`src/hdl/usv_pkg.sv`:
```
// Shared types and constants of the UTF-8 stream validator.
// No dependencies; used by usv_step, utf8_stream_validator, usv_status_checker and the testbench.
package usv_pkg;

   // Status codes reported on the final byte of a string
   typedef enum logic [2:0] {
      ERR_NONE      = 3'd0,
      ERR_STRAY     = 3'd1,
      ERR_TRUNC     = 3'd2,
      ERR_OVERLONG  = 3'd3,
      ERR_SURROGATE = 3'd4,
      ERR_RANGE     = 3'd5,
      ERR_BAD_LEAD  = 3'd6
   } usv_status_type;

   // Byte thresholds
   localparam logic [7:0] LEAD_MIN_TWO  = 8'hC2;
   localparam logic [7:0] LEAD_OVL_3B   = 8'hE0;
   localparam logic [7:0] LEAD_SURR     = 8'hED;
   localparam logic [7:0] LEAD_OVL_4B   = 8'hF0;
   localparam logic [7:0] LEAD_MAX_FOUR = 8'hF4;
   localparam logic [7:0] CONT_MIN_E0   = 8'hA0;
   localparam logic [7:0] CONT_MIN_F0   = 8'h90;

   // Per-string decoder state
   typedef struct packed {
      logic [1:0]     bytes_owed;
      logic [7:0]     lead_value;
      usv_status_type held_error;
      usv_status_type first_error;
   } usv_state_type;

endpackage

```
`src/hdl/utf8_stream_validator.sv`:
```
// UTF-8 stream validator: takes one byte per cycle and reports one status on
// each byte flagged last. A byte is held in the input register, then its status
// in the result register; the per-byte state update feeds straight back into the
// state register, so a new byte is taken every cycle while the input is not held.
// Only while a status waits stalled in the result register does a final byte hold the input.
// Depends on usv_pkg and usv_step.
module utf8_stream_validator (
   input  logic       clock,
   input  logic       reset,
   input  logic       req_valid,
   output logic       req_stall,
   input  logic [7:0] req_data_byte,
   input  logic       req_last_byte,
   output logic       rsp_valid,
   input  logic       rsp_stall,
   output logic [2:0] rsp_status
);

   logic                   in_vld_ff, in_vld_in;
   logic [7:0]             in_byte_ff;
   logic                   in_last_ff;
   usv_pkg::usv_state_type state_ff, state_in;
   logic                   rsp_vld_ff, rsp_vld_in;
   logic [2:0]             rsp_status_ff, rsp_status_in;

   usv_pkg::usv_state_type step_state;
   usv_pkg::usv_status_type step_status;
   logic                   rsp_free;
   logic                   advance;

   // Byte in the input register moves on unless its status has nowhere to go
   assign rsp_free  = !rsp_vld_ff || !rsp_stall;
   assign advance   = in_vld_ff && (!in_last_ff || rsp_free);
   assign req_stall = in_vld_ff && !advance;

   usv_step u_step (
      .cur_state (state_ff),
      .data_byte (in_byte_ff),
      .last_byte (in_last_ff),
      .nxt_state (step_state),
      .status    (step_status)
   );

   // Next values
   always_comb begin
      in_vld_in     = req_stall ? in_vld_ff : req_valid;
      state_in      = advance ? step_state : state_ff;
      rsp_vld_in    = rsp_vld_ff;
      rsp_status_in = rsp_status_ff;
      if (advance && in_last_ff) begin
         rsp_vld_in    = 1'b1;
         rsp_status_in = step_status;
      end else if (!rsp_stall) begin
         rsp_vld_in    = 1'b0;
      end
   end

   // Control registers
   always_ff @(posedge clock) begin
      if (reset) begin
         in_vld_ff  <= 1'b0;
         state_ff   <= '0;
         rsp_vld_ff <= 1'b0;
      end else begin
         in_vld_ff  <= in_vld_in;
         state_ff   <= state_in;
         rsp_vld_ff <= rsp_vld_in;
      end
   end

   // Payload registers
   always_ff @(posedge clock) begin
      if (req_valid && !req_stall) begin
         in_byte_ff <= req_data_byte;
         in_last_ff <= req_last_byte;
      end
      rsp_status_ff <= rsp_status_in;
   end

   assign rsp_valid  = rsp_vld_ff;
   assign rsp_status = rsp_status_ff;

endmodule

```
`src/hdl/usv_step.sv`:
```
// Next-state and status logic for one byte of the UTF-8 stream validator.
// Depends on usv_pkg.
module usv_step (
   input  usv_pkg::usv_state_type  cur_state,
   input  logic [7:0]              data_byte,
   input  logic                    last_byte,
   output usv_pkg::usv_state_type  nxt_state,
   output usv_pkg::usv_status_type status
);

   usv_pkg::usv_state_type st;
   logic                   is_second;

   // First continuation of a multi-byte character
   always_comb begin
      if (cur_state.lead_value >= usv_pkg::LEAD_OVL_4B) begin
         is_second = (cur_state.bytes_owed == 2'd3);
      end else if (cur_state.lead_value >= usv_pkg::LEAD_OVL_3B) begin
         is_second = (cur_state.bytes_owed == 2'd2);
      end else begin
         is_second = (cur_state.bytes_owed == 2'd1);
      end
   end

   // Byte decode; nothing changes once an error is recorded
   always_comb begin
      st     = cur_state;
      status = usv_pkg::ERR_NONE;
      if (st.first_error == usv_pkg::ERR_NONE) begin
         if (st.bytes_owed != 2'd0) begin
            if (data_byte[7:6] != 2'b10) begin
               st.first_error = usv_pkg::ERR_TRUNC;
            end else begin
               // held error: only the first one of the character is kept
               if (is_second && st.held_error == usv_pkg::ERR_NONE) begin
                  if (st.lead_value == usv_pkg::LEAD_OVL_3B &&
                      data_byte < usv_pkg::CONT_MIN_E0) begin
                     st.held_error = usv_pkg::ERR_OVERLONG;
                  end else if (st.lead_value == usv_pkg::LEAD_SURR &&
                               data_byte >= usv_pkg::CONT_MIN_E0) begin
                     st.held_error = usv_pkg::ERR_SURROGATE;
                  end else if (st.lead_value == usv_pkg::LEAD_OVL_4B &&
                               data_byte < usv_pkg::CONT_MIN_F0) begin
                     st.held_error = usv_pkg::ERR_OVERLONG;
                  end else if (st.lead_value == usv_pkg::LEAD_MAX_FOUR &&
                               data_byte >= usv_pkg::CONT_MIN_F0) begin
                     st.held_error = usv_pkg::ERR_RANGE;
                  end
               end
               st.bytes_owed = st.bytes_owed - 2'd1;
               // character complete: release the held error
               if (st.bytes_owed == 2'd0 && st.held_error != usv_pkg::ERR_NONE) begin
                  st.first_error = st.held_error;
               end
            end
         end else begin
            // lead byte
            st.held_error = usv_pkg::ERR_NONE;
            st.lead_value = data_byte;
            if (data_byte inside {[8'h80:8'hBF]}) begin
               st.first_error = usv_pkg::ERR_STRAY;
            end else if (data_byte inside {[8'hC0:8'hDF]}) begin
               if (data_byte < usv_pkg::LEAD_MIN_TWO) begin
                  st.held_error = usv_pkg::ERR_OVERLONG;
               end
               st.bytes_owed = 2'd1;
            end else if (data_byte inside {[8'hE0:8'hEF]}) begin
               st.bytes_owed = 2'd2;
            end else if (data_byte inside {[8'hF0:8'hF7]}) begin
               if (data_byte > usv_pkg::LEAD_MAX_FOUR) begin
                  st.held_error = usv_pkg::ERR_RANGE;
               end
               st.bytes_owed = 2'd3;
            end else if (data_byte inside {[8'hF8:8'hFF]}) begin
               st.first_error = usv_pkg::ERR_BAD_LEAD;
            end
         end
      end
      // end of string: report and start over
      if (last_byte) begin
         if (st.first_error == usv_pkg::ERR_NONE && st.bytes_owed != 2'd0) begin
            status = usv_pkg::ERR_TRUNC;
         end else begin
            status = st.first_error;
         end
         st = '0;
      end
   end

   assign nxt_state = st;

endmodule

```
`config.mk`:
```
export PLATFORM = sky130hd
export DESIGN_NAME = utf8_stream_validator
export DESIGN_NICKNAME = d
export VERILOG_FILES = /design/src/hdl/usv_pkg.sv /design/src/hdl/utf8_stream_validator.sv /design/src/hdl/usv_step.sv
export SDC_FILE = /design/constraint.sdc
export NUM_CORES = 1
export LEC_CHECK = 0
export BUFFER_PORTS_ARGS = -buffer_cell sky130_fd_sc_hd__buf_2
export CORE_ASPECT_RATIO = 1.4
export CORE_MARGIN = 3
export CORE_UTILIZATION = 25
export DETAILED_ROUTE_END_ITERATION = 12
export HOLD_SLACK_MARGIN = 0.02
export PLACE_DENSITY = 0.52
export SLEW_MARGIN = 0
export SYNTH_ARGS = -nofsm -noshare
export SYNTH_HDL_FRONTEND = slang
export SYNTH_SLANG_ARGS = --single-unit
```
`constraint.sdc`:
```
create_clock -name clock -period 1.8 [get_ports clock]
set_clock_uncertainty 0.15 [all_clocks]
set_input_delay 0.36 -clock clock [delete_from_list [all_inputs] [get_ports clock]]
set_output_delay 0.36 -clock clock [all_outputs]
set_load 0.1 [all_outputs]
```
==> metrics <==
status=complete, but fails checks; failing checks=setup timing; Clock Sinks=30; HP Class=input pin to flip-flop; post-layout minimum cycle time=2098 ps; metal3 WL=122 µm; vias=1583; syn nets=189; drt total wl=4545 µm; share of layout cells above drive strength 1=roughly 57%; Hold Path Stages=1; RR Endpoint=rsp_status[1]; Post-Syn Area per Cell=9.064 µm²; initial antenna violation count=0; Post-DP HPWL=3208 µm; CP endpoint kind=flip-flop; pre-CTS WS=-275.7 ps; dpl cell area=2033 µm²; flops & latches, synth=30; Yosys warning total=0; Slew @ Worst Pin=485.2 ps; fill count=596; final hold vios=0; fin. max-slew vios=0; chip width=72.74 µm; crit-path max FO=3; Hold EP=in_byte_ff[6]; dominant cell type by area after synthesis=dfxtp_1; CP peak stage delay=520 ps; min-delay src=req_data_byte[6]; Placeable Area=5946 µm²; maxcap violations=0; Area Growth Syn to Fin=62.20%; Overflow after GRT=0; critical path arrival=about 2100 ps; crit start category=flip-flop; Post-Synthesis Cells=about 170; slowest CP cell=or4_4; Pre-Repair DR Iteration Count=4; R2R Path Start=state_ff[7]; worst skew pair latency=280 ps; maximum clock rate=around 0.48 GHz; Routed WL per cell=14.47 µm; Worst-path clk slew=approximately 70 ps; TritonCTS clock tree=done; Nets=260; clock buffer depth=2; ANT cells=0; Max VDD drop=0.4259 mV; cell chain of the critical path=or4_4, a21oi_4, nor2b_1, o21ai_0, a31oi_1, o21a_1; sequential area share after synthesis=46.23%; ys flop type=dfxtp_1; final setup vio count=11; CTS Root Buffer Type=clkbuf_8; gr usage total=13.15%; synth cell count leaders=nand2_1 (19), dfxtp_1 (18), a21oi_1 (15); initial drt markers=53; top sig layer=met4; cts bufs inserted=5; path type of the worst setup path=flip-flop to flip-flop; M1 WL=between 1500 and 2000 µm; CP required=1800 ps; vias in the first global route=1539; RSZ-0062 raised after global routing=true; count of cell types in the netlist=46; Async S/R FF share, synth=0%; PwrDens=between 600 and 700 nW/µm²; largest net degree at the start of global routing=18; buffers added on ports=17; Die Height=approximately 99 µm; share of the synthesized area in the top cell type=23.11%; routability cong.=0.8512; headroom to the max-slew limit=67.88%; final worst setup slack=-297.8 ps; Leakage Power=1.016 nW; Reg2Reg Depth=6; Worst Path Buf+Inv=0; most numerous cell in the Yosys netlist=nand2_1; H-tree depth=2; Crit path max-delay family=simple AND/OR/NAND/NOR gates; initial core utilization=about a quarter; post-route design area=2529 µm²; Vias per Instance=5.041; Synth Cell Area=1559 µm²; first-pass GRT wire length=7300 µm; Tcrit/Tclk final=116.5%; r2r setup slk=-300 ps; standard-cell rows=33; antenna viol nets, final=0; synth top area cells=dfxtp_1 (23%), edfxtp_1 (23%), a21oi_1 (4.8%); Met2 Wirelength=2468 µm; die area=between 7000 and 8000 µm²; Remaining DRCs=0; I/O pin cnt=18; EDFF count, synth=12
[logic make-up after synthesis]
logic type | synth area share [%]
compound gates | 21.99
fa+ha+maj | 3.210
buf+inv | 3.852
flops | 46.23
mux | 0.7223
simple gates | 24.00
[where the power goes]
| group | internal (mW) | switching, mW | total, mW |
|---|---|---|---|
| Combinational | 0.148 | 0.161 | 0.309 |
| Clock | 0.311 | 0.243 | 0.554 |
| Sequential | 0.734 | 0.0263 | 0.761 |
[layout by cell type (no fill, tap or decap), types with 3 or more instances in the layout]
cell / n
buf_2: 16
inv_1: 5
buf_4: 45
dfxtp_2: 4
and2_4: 3
nand2_1: 18
nor2_1: 8
o21ai_0: 4
nand4_1: 3
o21ai_1: 3
buf_6: 9
edfxtp_1: 12
a21oi_2: 9
nor3_2: 3
o211a_1: 3
clkbuf_8: 6
a21oi_1: 6
nand3_2: 9
dfxtp_1: 12
[metal layers]
layer / up-vias / global-route usage, %
met4: 0 / 6.392
li1: 782 / -
met1: 759 / 14.43
met2: 30 / 23.37
met3: 12 / 2.831
met5: - / 0
[through the flow]
step           std cells  hold WS (ps)  power [mW]  TNS [ps]  util (%)
5_1_grt              314         87.78       1.710     -2528     42.53
3_5_place_dp         289         297.6       1.003     -3370     34.20
4_1_cts              308         95.33       1.606     -1465     38.87
6_report             314         103.8       1.624     -1762     42.53
2_1_floorplan        172         277.5      0.9038     -1705         -
3_3_place_gp         289         292.2       1.004     -3022     34.20
[worst max path at each step]
stage / to / start / cells after the start
2_1_floorplan: in_byte_ff[0] / in_last_ff / 4
4_1_cts: rsp_status[1] / state_ff[7] / 7
5_1_grt: rsp_status[1] / state_ff[7] / 6
3_5_place_dp: rsp_status[1] / state_ff[6] / 6
6_report: rsp_status[1] / state_ff[7] / 6
3_3_place_gp: rsp_status[1] / state_ff[6] / 6
[worst reg2reg max path, delay by kind of cell, from the launching register on]
family	cells	cell delay (ps)
AO/OA/AOI/OAI	4	740
flip-flops	1	340
AND/OR/NAND/NOR	2	740
[area by class of cell]
cell class / count / area (µm²) / area share [%]
inverter: 8 / 36.28 / 1.435
tap: 70 / 87.58 / 3.464
clock buffer: 8 / 90.09 / 3.563
multi-input combinational: 126 / 1022 / 40.43
timing repair buffer: 72 / 559.3 / 22.12
sequential: 30 / 733.2 / 29.00
[state kept, by name, summed over array words and instances, names as in the netlist]
name	cells
in_last_ff	1
state_ff	16
in_vld_ff	1
rsp_valid	1
in_byte_ff	8
rsp_status	3
[timing repair]
item / 4_1_cts / 5_1_grt
hold buffers: 0 / 0
buffers inserted: 11 / 7
gates resized for setup: 31 / 39
pin swaps: 13 / 26
endpoints found under the hold margin: 0 / 0
endpoints found under the setup margin: 20 / 20
Note: power is estimated with default switching activity, not from simulation.
